`src/design/frp_pkg.sv`:
```
`timescale 1ns / 1ps
// ----------------------------------------------------------------------------
// frp_pkg
// Types, codes and constants shared by the FASTA record parser modules.
// ----------------------------------------------------------------------------
package frp_pkg;

  localparam int DEFAULT_LENGTH_BITS = 24;
  localparam int DEFAULT_COUNT_BITS  = 16;

  localparam int LEN_FIELD_W = 24;
  localparam int CNT_FIELD_W = 16;

  localparam int MAX_RESULTS = 3;
  localparam int STEP_BITS   = $clog2(MAX_RESULTS);
  localparam int QUEUE_DEPTH = 2;

  localparam logic [7:0] CHAR_GT    = 8'h3E;
  localparam logic [7:0] CHAR_SPACE = 8'h20;
  localparam logic [7:0] CHAR_TAB   = 8'h09;
  localparam logic [7:0] CHAR_LF    = 8'h0A;
  localparam logic [7:0] CHAR_CR    = 8'h0D;

  typedef enum logic [2:0] {
    KIND_HBYTE = 3'd0,
    KIND_SBYTE = 3'd1,
    KIND_HEND  = 3'd2,
    KIND_REND  = 3'd3,
    KIND_DONE  = 3'd4
  } kind_e;

  typedef enum logic [2:0] {
    CMD_HBYTE         = 3'd0,
    CMD_SBYTE         = 3'd1,
    CMD_HEND          = 3'd2,
    CMD_REND          = 3'd3,
    CMD_DONE          = 3'd4,
    CMD_REND_DONE     = 3'd5,
    CMD_HEND_REND_DONE = 3'd6
  } cmd_e;

  typedef struct packed {
    logic [7:0] in_byte;
    logic       end_of_file;
  } in_item_t;

  typedef struct packed {
    kind_e                  kind;
    logic [7:0]             out_byte;
    logic [LEN_FIELD_W-1:0] position_or_length;
    logic [CNT_FIELD_W-1:0] records_found;
    logic [LEN_FIELD_W-1:0] longest_sequence;
    logic                   stopped_early;
    logic                   last;
  } out_item_t;

  typedef struct packed {
    cmd_e                   op;
    logic [7:0]             data;
    logic [LEN_FIELD_W-1:0] value;
    logic [CNT_FIELD_W-1:0] records;
    logic [LEN_FIELD_W-1:0] longest;
    logic                   stop;
  } cmd_t;

  function automatic logic is_ws(input logic [7:0] b);
    return (b == CHAR_SPACE) || ((b >= CHAR_TAB) && (b <= CHAR_CR));
  endfunction

  function automatic logic [LEN_FIELD_W-1:0] len_field(input logic [31:0] v);
    return v[LEN_FIELD_W-1:0];
  endfunction

  function automatic logic [CNT_FIELD_W-1:0] cnt_field(input logic [31:0] v);
    return v[CNT_FIELD_W-1:0];
  endfunction

endpackage

```
`src/design/frp_front.sv`:
```
`timescale 1ns / 1ps
// ----------------------------------------------------------------------------
// frp_front
// Parse state machine: classifies each byte, keeps the counters and issues
// one command per byte that causes results.
// ----------------------------------------------------------------------------
module frp_front
  import frp_pkg::*;
#(
  parameter int LENGTH_BITS = DEFAULT_LENGTH_BITS,
  parameter int COUNT_BITS  = DEFAULT_COUNT_BITS
) (
  input  logic     clk_i,
  input  logic     rst_ni,
  input  logic     in_valid_i,
  output logic     in_ready_o,
  input  in_item_t in_item_i,
  output logic     cmd_valid_o,
  input  logic     cmd_ready_i,
  output cmd_t     cmd_o
);

  typedef enum logic [4:0] {
    PH_SEEK   = 5'b00001,
    PH_LEAD   = 5'b00010,
    PH_HEADER = 5'b00100,
    PH_SEQ    = 5'b01000,
    PH_DONE   = 5'b10000
  } phase_e;

  phase_e                 phase_q, phase_d;
  logic [LENGTH_BITS-1:0] hdr_cnt_q, hdr_cnt_d;
  logic [LENGTH_BITS-1:0] hdr_trim_q, hdr_trim_d;
  logic [LENGTH_BITS-1:0] seq_cnt_q, seq_cnt_d;
  logic [COUNT_BITS-1:0]  rec_q, rec_d;
  logic [LENGTH_BITS-1:0] longest_q, longest_d;

  logic [LENGTH_BITS-1:0] hdr_inc, seq_inc;
  logic [COUNT_BITS-1:0]  rec_inc;
  logic                   fire;
  logic [7:0]             b;
  logic                   eof;

  assign in_ready_o = cmd_ready_i;
  assign fire       = in_valid_i && in_ready_o;
  assign b          = in_item_i.in_byte;
  assign eof        = in_item_i.end_of_file;

  assign hdr_inc = (hdr_cnt_q == '1) ? hdr_cnt_q : hdr_cnt_q + 1'b1;
  assign seq_inc = (seq_cnt_q == '1) ? seq_cnt_q : seq_cnt_q + 1'b1;
  assign rec_inc = (rec_q == '1) ? rec_q : rec_q + 1'b1;

  always_comb begin
    phase_d     = phase_q;
    hdr_cnt_d   = hdr_cnt_q;
    hdr_trim_d  = hdr_trim_q;
    seq_cnt_d   = seq_cnt_q;
    rec_d       = rec_q;
    longest_d   = longest_q;
    cmd_valid_o = 1'b0;
    cmd_o       = '0;
    cmd_o.op    = CMD_HBYTE;
    if (fire) begin
      unique case (phase_q)
        PH_SEEK: begin
          if (eof) begin
            cmd_valid_o   = 1'b1;
            cmd_o.op      = CMD_DONE;
            cmd_o.records = cnt_field(32'(rec_q));
            cmd_o.longest = len_field(32'(longest_q));
            phase_d       = PH_DONE;
          end else if (b == CHAR_GT) begin
            hdr_cnt_d  = '0;
            hdr_trim_d = '0;
            phase_d    = PH_LEAD;
          end
        end
        PH_LEAD, PH_HEADER: begin
          if (eof) begin
            cmd_valid_o   = 1'b1;
            cmd_o.records = cnt_field(32'(rec_q));
            cmd_o.longest = len_field(32'(longest_q));
            phase_d       = PH_DONE;
            if (phase_q == PH_HEADER) begin
              cmd_o.op    = CMD_HEND_REND_DONE;
              cmd_o.value = len_field(32'(hdr_trim_q));
              cmd_o.stop  = 1'b1;
            end else begin
              cmd_o.op    = CMD_DONE;
            end
          end else if (phase_q == PH_HEADER || (b != CHAR_SPACE && b != CHAR_TAB)) begin
            cmd_valid_o = 1'b1;
            if (b == CHAR_LF) begin
              cmd_o.op    = CMD_HEND;
              cmd_o.value = len_field(32'(hdr_trim_q));
              seq_cnt_d   = '0;
              phase_d     = PH_SEQ;
            end else begin
              cmd_o.op    = CMD_HBYTE;
              cmd_o.data  = b;
              cmd_o.value = len_field(32'(hdr_cnt_q));
              hdr_cnt_d   = hdr_inc;
              if (!is_ws(b)) begin
                hdr_trim_d = hdr_inc;
              end
              phase_d     = PH_HEADER;
            end
          end
        end
        PH_SEQ: begin
          if (eof || b == CHAR_GT) begin
            cmd_valid_o = 1'b1;
            cmd_o.value = len_field(32'(seq_cnt_q));
            if (seq_cnt_q == '0) begin
              cmd_o.op      = CMD_REND_DONE;
              cmd_o.records = cnt_field(32'(rec_q));
              cmd_o.longest = len_field(32'(longest_q));
              cmd_o.stop    = 1'b1;
              phase_d       = PH_DONE;
            end else begin
              rec_d = rec_inc;
              if (seq_cnt_q > longest_q) begin
                longest_d = seq_cnt_q;
              end
              cmd_o.records = cnt_field(32'(rec_d));
              cmd_o.longest = len_field(32'(longest_d));
              if (eof) begin
                cmd_o.op = CMD_REND_DONE;
                phase_d  = PH_DONE;
              end else begin
                cmd_o.op   = CMD_REND;
                hdr_cnt_d  = '0;
                hdr_trim_d = '0;
                phase_d    = PH_LEAD;
              end
            end
          end else if (!is_ws(b)) begin
            cmd_valid_o = 1'b1;
            cmd_o.op    = CMD_SBYTE;
            cmd_o.data  = b;
            cmd_o.value = len_field(32'(seq_cnt_q));
            seq_cnt_d   = seq_inc;
          end
        end
        PH_DONE: begin
          phase_d = PH_DONE;
        end
        default: begin
          phase_d = PH_DONE;
        end
      endcase
    end
  end

  always_ff @(posedge clk_i or negedge rst_ni) begin
    if (!rst_ni) begin
      phase_q    <= PH_SEEK;
      hdr_cnt_q  <= '0;
      hdr_trim_q <= '0;
      seq_cnt_q  <= '0;
      rec_q      <= '0;
      longest_q  <= '0;
    end else begin
      phase_q    <= phase_d;
      hdr_cnt_q  <= hdr_cnt_d;
      hdr_trim_q <= hdr_trim_d;
      seq_cnt_q  <= seq_cnt_d;
      rec_q      <= rec_d;
      longest_q  <= longest_d;
    end
  end

endmodule

```
`src/design/frp_queue.sv`:
```
`timescale 1ns / 1ps
// ----------------------------------------------------------------------------
// frp_queue
// Short command FIFO between the parse front and the result sequencer.
// ----------------------------------------------------------------------------
module frp_queue
  import frp_pkg::*;
(
  input  logic clk_i,
  input  logic rst_ni,
  input  logic push_valid_i,
  output logic push_ready_o,
  input  cmd_t push_data_i,
  output logic pop_valid_o,
  input  logic pop_ready_i,
  output cmd_t pop_data_o
);

  localparam int PTR_BITS = (QUEUE_DEPTH > 1) ? $clog2(QUEUE_DEPTH) : 1;
  localparam int CNT_BITS = $clog2(QUEUE_DEPTH + 1);

  cmd_t                entries_q [QUEUE_DEPTH];
  logic [PTR_BITS-1:0] wr_ptr_q, wr_ptr_d;
  logic [PTR_BITS-1:0] rd_ptr_q, rd_ptr_d;
  logic [CNT_BITS-1:0] fill_q, fill_d;
  logic                do_push, do_pop;

  assign push_ready_o = (fill_q != CNT_BITS'(QUEUE_DEPTH));
  assign pop_valid_o  = (fill_q != '0);
  assign pop_data_o   = entries_q[rd_ptr_q];
  assign do_push      = push_valid_i && push_ready_o;
  assign do_pop       = pop_valid_o && pop_ready_i;

  always_comb begin
    wr_ptr_d = wr_ptr_q;
    rd_ptr_d = rd_ptr_q;
    fill_d   = fill_q;
    if (do_push) begin
      wr_ptr_d = (wr_ptr_q == PTR_BITS'(QUEUE_DEPTH - 1)) ? '0 : wr_ptr_q + 1'b1;
    end
    if (do_pop) begin
      rd_ptr_d = (rd_ptr_q == PTR_BITS'(QUEUE_DEPTH - 1)) ? '0 : rd_ptr_q + 1'b1;
    end
    if (do_push && !do_pop) begin
      fill_d = fill_q + 1'b1;
    end else if (do_pop && !do_push) begin
      fill_d = fill_q - 1'b1;
    end
  end

  always_ff @(posedge clk_i) begin
    if (do_push) begin
      entries_q[wr_ptr_q] <= push_data_i;
    end
  end

  always_ff @(posedge clk_i or negedge rst_ni) begin
    if (!rst_ni) begin
      wr_ptr_q <= '0;
      rd_ptr_q <= '0;
      fill_q   <= '0;
    end else begin
      wr_ptr_q <= wr_ptr_d;
      rd_ptr_q <= rd_ptr_d;
      fill_q   <= fill_d;
    end
  end

endmodule

```
`src/design/frp_back.sv`:
```
`timescale 1ns / 1ps
// ----------------------------------------------------------------------------
// frp_back
// Result sequencer: expands each command into one to three result transfers
// and holds them in the output register.
// ----------------------------------------------------------------------------
module frp_back
  import frp_pkg::*;
(
  input  logic      clk_i,
  input  logic      rst_ni,
  input  logic      cmd_valid_i,
  output logic      cmd_ready_o,
  input  cmd_t      cmd_i,
  output logic      out_valid_o,
  input  logic      out_ready_i,
  output out_item_t out_item_o
);

  logic [STEP_BITS-1:0] step_q, step_d;
  logic [STEP_BITS-1:0] last_step;
  logic                 out_valid_q, out_valid_d;
  out_item_t            out_q;
  out_item_t            res;
  logic                 load;
  logic                 is_last;

  assign load    = cmd_valid_i && (!out_valid_q || out_ready_i);
  assign is_last = (step_q == last_step);

  always_comb begin
    unique case (cmd_i.op)
      CMD_REND_DONE:      last_step = STEP_BITS'(1);
      CMD_HEND_REND_DONE: last_step = STEP_BITS'(2);
      default:            last_step = '0;
    endcase
  end

  always_comb begin
    res      = '0;
    res.kind = KIND_DONE;
    res.last = is_last;
    unique case (cmd_i.op)
      CMD_HBYTE: begin
        res.kind               = KIND_HBYTE;
        res.out_byte           = cmd_i.data;
        res.position_or_length = cmd_i.value;
      end
      CMD_SBYTE: begin
        res.kind               = KIND_SBYTE;
        res.out_byte           = cmd_i.data;
        res.position_or_length = cmd_i.value;
      end
      CMD_HEND: begin
        res.kind               = KIND_HEND;
        res.position_or_length = cmd_i.value;
      end
      CMD_REND: begin
        res.kind               = KIND_REND;
        res.position_or_length = cmd_i.value;
      end
      CMD_REND_DONE: begin
        if (step_q == '0) begin
          res.kind               = KIND_REND;
          res.position_or_length = cmd_i.value;
        end else begin
          res.kind             = KIND_DONE;
          res.records_found    = cmd_i.records;
          res.longest_sequence = cmd_i.longest;
          res.stopped_early    = cmd_i.stop;
        end
      end
      CMD_HEND_REND_DONE: begin
        if (step_q == '0) begin
          res.kind               = KIND_HEND;
          res.position_or_length = cmd_i.value;
        end else if (step_q == STEP_BITS'(1)) begin
          res.kind = KIND_REND;
        end else begin
          res.kind             = KIND_DONE;
          res.records_found    = cmd_i.records;
          res.longest_sequence = cmd_i.longest;
          res.stopped_early    = cmd_i.stop;
        end
      end
      default: begin
        res.kind             = KIND_DONE;
        res.records_found    = cmd_i.records;
        res.longest_sequence = cmd_i.longest;
        res.stopped_early    = cmd_i.stop;
      end
    endcase
  end

  always_comb begin
    step_d      = step_q;
    out_valid_d = out_valid_q;
    cmd_ready_o = 1'b0;
    if (load) begin
      out_valid_d = 1'b1;
      if (is_last) begin
        cmd_ready_o = 1'b1;
        step_d      = '0;
      end else begin
        step_d = step_q + 1'b1;
      end
    end else if (out_ready_i) begin
      out_valid_d = 1'b0;
    end
  end

  always_ff @(posedge clk_i) begin
    if (load) begin
      out_q <= res;
    end
  end

  always_ff @(posedge clk_i or negedge rst_ni) begin
    if (!rst_ni) begin
      step_q      <= '0;
      out_valid_q <= 1'b0;
    end else begin
      step_q      <= step_d;
      out_valid_q <= out_valid_d;
    end
  end

  assign out_valid_o = out_valid_q;
  assign out_item_o  = out_q;

  // a command being expanded stays at the queue head until its last result
  a_step_holds_cmd: assert property (@(posedge clk_i) disable iff (!rst_ni)
    (step_q != '0) |-> cmd_valid_i)
    else $error("frp_back: command left the queue mid-expansion");

  a_step_range: assert property (@(posedge clk_i) disable iff (!rst_ni)
    step_q <= STEP_BITS'(MAX_RESULTS - 1))
    else $error("frp_back: step counter out of range");

  a_done_is_last: assert property (@(posedge clk_i) disable iff (!rst_ni)
    (out_valid_o && out_item_o.kind == KIND_DONE) |-> out_item_o.last)
    else $error("frp_back: file-done transfer not marked last");

  a_stop_only_done: assert property (@(posedge clk_i) disable iff (!rst_ni)
    (out_valid_o && out_item_o.kind != KIND_DONE) |-> !out_item_o.stopped_early)
    else $error("frp_back: stopped_early set outside file done");

  a_pop_on_last: assert property (@(posedge clk_i) disable iff (!rst_ni)
    (load && !is_last) |=> (step_q != '0))
    else $error("frp_back: multi-result command not advanced");

endmodule

```
`src/design/fasta_record_parser.sv`:
```
`timescale 1ns / 1ps
// ----------------------------------------------------------------------------
// fasta_record_parser
// Streaming FASTA parser: header bytes, sequence bytes and record summaries.
// ----------------------------------------------------------------------------
// Takes one text byte (or an end-of-file mark) per transfer and accepts a new
// byte every cycle while the queue is not full. Each byte is classified
// combinationally by the parse front, which queues at most one command into
// a two-entry queue; the output sequencer turns a command into one to three
// result transfers, one per cycle while the output is not stalled, so an end
// of file inside a header yields three transfers and a record end at end of
// file two. Input stalls only when the queue is full. After file done all
// input is taken and dropped until reset.
module fasta_record_parser
  import frp_pkg::*;
#(
  parameter int LENGTH_BITS = DEFAULT_LENGTH_BITS,
  parameter int COUNT_BITS  = DEFAULT_COUNT_BITS
) (
  input  logic      clk_i,
  input  logic      rst_ni,
  input  logic      in_valid_i,
  output logic      in_ready_o,
  input  in_item_t  in_item_i,
  output logic      out_valid_o,
  input  logic      out_ready_i,
  output out_item_t out_item_o
);

  logic front_valid, front_ready;
  cmd_t front_cmd;
  logic back_valid, back_ready;
  cmd_t back_cmd;

  frp_front #(
    .LENGTH_BITS(LENGTH_BITS),
    .COUNT_BITS (COUNT_BITS)
  ) u_front (
    .clk_i      (clk_i),
    .rst_ni     (rst_ni),
    .in_valid_i (in_valid_i),
    .in_ready_o (in_ready_o),
    .in_item_i  (in_item_i),
    .cmd_valid_o(front_valid),
    .cmd_ready_i(front_ready),
    .cmd_o      (front_cmd)
  );

  frp_queue u_queue (
    .clk_i       (clk_i),
    .rst_ni      (rst_ni),
    .push_valid_i(front_valid),
    .push_ready_o(front_ready),
    .push_data_i (front_cmd),
    .pop_valid_o (back_valid),
    .pop_ready_i (back_ready),
    .pop_data_o  (back_cmd)
  );

  frp_back u_back (
    .clk_i      (clk_i),
    .rst_ni     (rst_ni),
    .cmd_valid_i(back_valid),
    .cmd_ready_o(back_ready),
    .cmd_i      (back_cmd),
    .out_valid_o(out_valid_o),
    .out_ready_i(out_ready_i),
    .out_item_o (out_item_o)
  );

endmodule

```
`config.mk`:
```
export PLATFORM = sky130hd
export DESIGN_NAME = fasta_record_parser
export DESIGN_NICKNAME = d
export VERILOG_FILES = /design/src/design/frp_pkg.sv /design/src/design/frp_front.sv /design/src/design/frp_queue.sv /design/src/design/frp_back.sv /design/src/design/fasta_record_parser.sv
export SDC_FILE = /design/constraint.sdc
export NUM_CORES = 1
export LEC_CHECK = 0
export ABC_AREA = 1
export BUFFER_PORTS_ARGS = -buffer_cell sky130_fd_sc_hd__buf_2
export CORE_MARGIN = 1
export CORE_UTILIZATION = 35
export CTS_CLUSTER_SIZE = 20
export DETAILED_ROUTE_END_ITERATION = 8
export HOLD_SLACK_MARGIN = 0.08
export SYNTH_ARGS = -nofsm -noshare
export SYNTH_HDL_FRONTEND = slang
export SYNTH_HIERARCHICAL = 1
export SYNTH_SLANG_ARGS = --single-unit
```
`constraint.sdc`:
```
create_clock -name clk_i -period 5.8 [get_ports clk_i]
set_input_delay 0.87 -clock clk_i [delete_from_list [all_inputs] [get_ports clk_i]]
set_output_delay 0.87 -clock clk_i [all_outputs]
set_load 0.01 [all_outputs]
```
==> flow_metrics.env <==
export IMPL_peakVddDrop_mv=0.2081
export IMPL_synth_simple_gate_area_frac=0.2977
export IMPL_clock_path_buffers=3
export IMPL_synth_most_common_cell="nand2_1"
export IMPL_holdBufCountCts=0
export IMPL_synth_top_area_cell="edfxtp_1"
export IMPL_synth_warnings=6
export IMPL_place_ws_ns=1.773
export IMPL_skew_ns=0.01850
export IMPL_die_area_um2=54960
export IMPL_cp_start_kind="flop"
export IMPL_cellPowerDensity_nw_per_um2=471.9
export IMPL_drt_iter0_drc=1350
export IMPL_route_detailed_drc=0
export IMPL_wl_met2_um=23770
export IMPL_seq_area_um2=9982
export IMPL_grt_use_total=0.1905
export IMPL_rsz0062_at_grt="false"
export IMPL_synth_cell_types=49
export IMPL_power_total_mw=9.900
export IMPL_netlist_area_um2=18910
export IMPL_status="completed"
export IMPL_cp_end_kind="flop"
export IMPL_yosys_top_cells_area="edfxtp_1, dfrtp_1, nand2_1, nand3_1, inv_1"
export IMPL_vias_per_cell=5.193
export IMPL_nFillCells=5304
export IMPL_htreeDepth=2
export IMPL_syn_inst=2217
export IMPL_fin_nets=2298
export IMPL_synthesis_nets=2262
export IMPL_wire_per_inst_um=17.44
export IMPL_layout_setup_ws_ns=1.778
export IMPL_grt_ovfl_total=0
export IMPL_cts_resized_gates=0
export IMPL_yosys_area_share_adder=0.02117
export IMPL_synth_edf_count=229
export IMPL_area_delta_synth_final_pct=10.93
export IMPL_slew_headroom=0.1243
export IMPL_synth_seq_cells=353
export IMPL_synth_xor_area_frac=0.01806
export IMPL_drt_met1_wl_um=24240
export IMPL_rows=84
export IMPL_crit_type="flop to flop"
export IMPL_grt_max_degree=85
export IMPL_routed_wl_um=51770
export IMPL_clk_latency_ns=0.57
export IMPL_cts_setup_buffers=0
export IMPL_dr_wl_met3_um=2725
export IMPL_max_cap_viol_count=0
export IMPL_p_leak_nw=9.285
export IMPL_n_antenna_cell=0
export IMPL_dieWidth_um=234.4
export IMPL_report_final_setup_viol=0
export IMPL_fin_crit_ns=4.022
export IMPL_finish_utilization=0.3960
export IMPL_synth_top_family_by_area="simple AND/OR/NAND/NOR gates"
export IMPL_gp_congestion=0.9237
export IMPL_io_pins=92
export IMPL_firstDrtPassIters=6
export IMPL_highest_layer="met4"
export IMPL_yosys_top_cells_count="nand2_1, nand3_1, edfxtp_1"
export IMPL_crit_path_max_fanout=76
export IMPL_root_buffer="clkbuf_16"
export IMPL_fmax_mhz=248.6
export IMPL_cts_buffers=40
export IMPL_grt_pass1_wl_um=81930
export IMPL_tns_ns=0
export IMPL_start_util=0.3570
export IMPL_hold_viol_final=0
export IMPL_synth_ff_type="edfxtp_1"
export IMPL_post_dp_hpwl_um=35740
export IMPL_synth_compound_area_frac=0.06186
export IMPL_hold_slack_ns=0.4691
export IMPL_r2r_setup_slack_ns=1.78
export IMPL_cts_sinks=353
export IMPL_async_reset_ff_frac=0.3513
export IMPL_worstHoldPathType="flop to flop"
export IMPL_grt_pass1_vias=14534
export IMPL_drive_gt1_frac=0.1004
export IMPL_arrival_ns=4.20
export IMPL_fp_dieH_um=234.4
export IMPL_syn_area_per_cell_um2=8.530
export IMPL_num_vias=15413
export IMPL_cts_tree="yes"
export IMPL_synth_mux_area_frac=0
export IMPL_ant_nets=0
export IMPL_antenna_found_initial=0
export IMPL_final_max_slew_viol_count=0
export IMPL_synth_top_area_frac=0.3636
export IMPL_worstMarginPinSlew_ns=1.306
export IMPL_multi_input_area_um2=7559
export IMPL_seq_area_frac_synth=0.5278
export IMPL_path_clk_slew_ns=0.06
export IMPL_critPathRequiredTime_ns=5.97
export IMPL_io_buffers=91
export IMPL_min_period_over_period=0.6935
export IMPL_coreArea_um2=52970
flip-flops by register name, indices dropped and copies added (netlist names):
name                count
u_queue/wr_ptr_q        1
u_front/seq_cnt_q      24
u_queue/fill_q          2
u_front/longest_q      24
u_back/out_item_o      77
u_front/hdr_cnt_q      24
u_queue/rd_ptr_q        1
u_front/phase_q         5
u_back/step_q           2
u_back/out_valid_o      1
u_front/hdr_trim_q     24
u_front/rec_q          16
u_queue/entries_q     152
path summary, 6_finish.rpt:
path | from | endpoint | cells past startpoint
max reg2reg | u_front/phase_q[1] | u_queue/entries_q[0][27] | 12
max in group asynchronous | rst_ni | u_front/rec_q[10] | 2
min in group asynchronous | rst_ni | u_front/hdr_trim_q[14] | 1
min reg2reg | u_front/hdr_trim_q[5] | u_front/hdr_trim_q[5] | 2
min | u_front/hdr_trim_q[5] | u_front/hdr_trim_q[5] | 2
max | u_front/phase_q[1] | u_queue/entries_q[0][27] | 12
report_power, final:
group / internal (mW) / total [mW] / switching [mW] / leakage [nW]
Clock: 1.46 / 2.49 / 1.02 / 0.627
Sequential: 3.45 / 3.89 / 0.441 / 3.80
Combinational: 0.990 / 3.52 / 2.53 / 4.85
Total: 5.90 / 9.90 / 4.00 / 9.29
logic make-up after synthesis:
| family | Yosys count |
|---|---|
| flops | 353 |
| xor+xnor | 39 |
| simple gates | 1282 |
| buf+inv | 308 |
| compound gates | 203 |
| fa+ha+maj | 32 |
through the flow:
| stage | instance area [um2] | instances |
|---|---|---|
| 3_5_place_dp | 19710 | 2899 |
| 5_1_grt | 20980 | 2968 |
| 6_report | 20980 | 2968 |
| 2_1_floorplan | 18910 | 2217 |
| 3_3_place_gp | 19710 | 2899 |
| 4_1_cts | 20980 | 2968 |
layout by cell type (no fill, tap or decap), types with 6 or more instances in the layout:
cell type,count
a21boi_1,11
a21boi_2,9
a21oi_1,80
buf_2,90
buf_4,14
clkbuf_1,9
clkbuf_16,41
clkbuf_8,6
clkinv_1,6
dfrtp_1,122
edfxtp_1,229
ha_1,32
inv_1,177
inv_2,16
nand2_1,711
nand2_2,7
nand3_1,310
nand4_1,66
nor2_1,114
nor3_1,35
nor4_1,7
o21ai_0,44
o21ai_1,29
o22ai_1,7
xor2_1,38
layout make-up:
class	instances	share of cell area
clock buffers	56	0.05446
clock inverters	13	0.006203
inverters	198	0.03567
well taps	688	0.04104
flip-flops and latches	353	0.4758
multi-input cells	1556	0.3603
repair buffers	104	0.02648
critical path, stage by stage, from the launching register on:
cell and delay, ns:
dfrtp_1 0.40, nor2_1 0.16, nand4_1 0.17, nand2_2 0.28
inv_2 0.27, nand2_1 0.15, nor2_1 0.09, nor2_1 0.18
inv_1 0.38, a31oi_1 0.31, nand2_1 0.22, nor2_4 0.13
buf_4 0.78
per-layer routing:
metal  vias up  GRT usage
li1       7479          -
met1      7448     0.2712
met2       425     0.3020
met3        61    0.02859
met4         0    0.04879
met5         -          0
(Power assumes the default switching activity.)
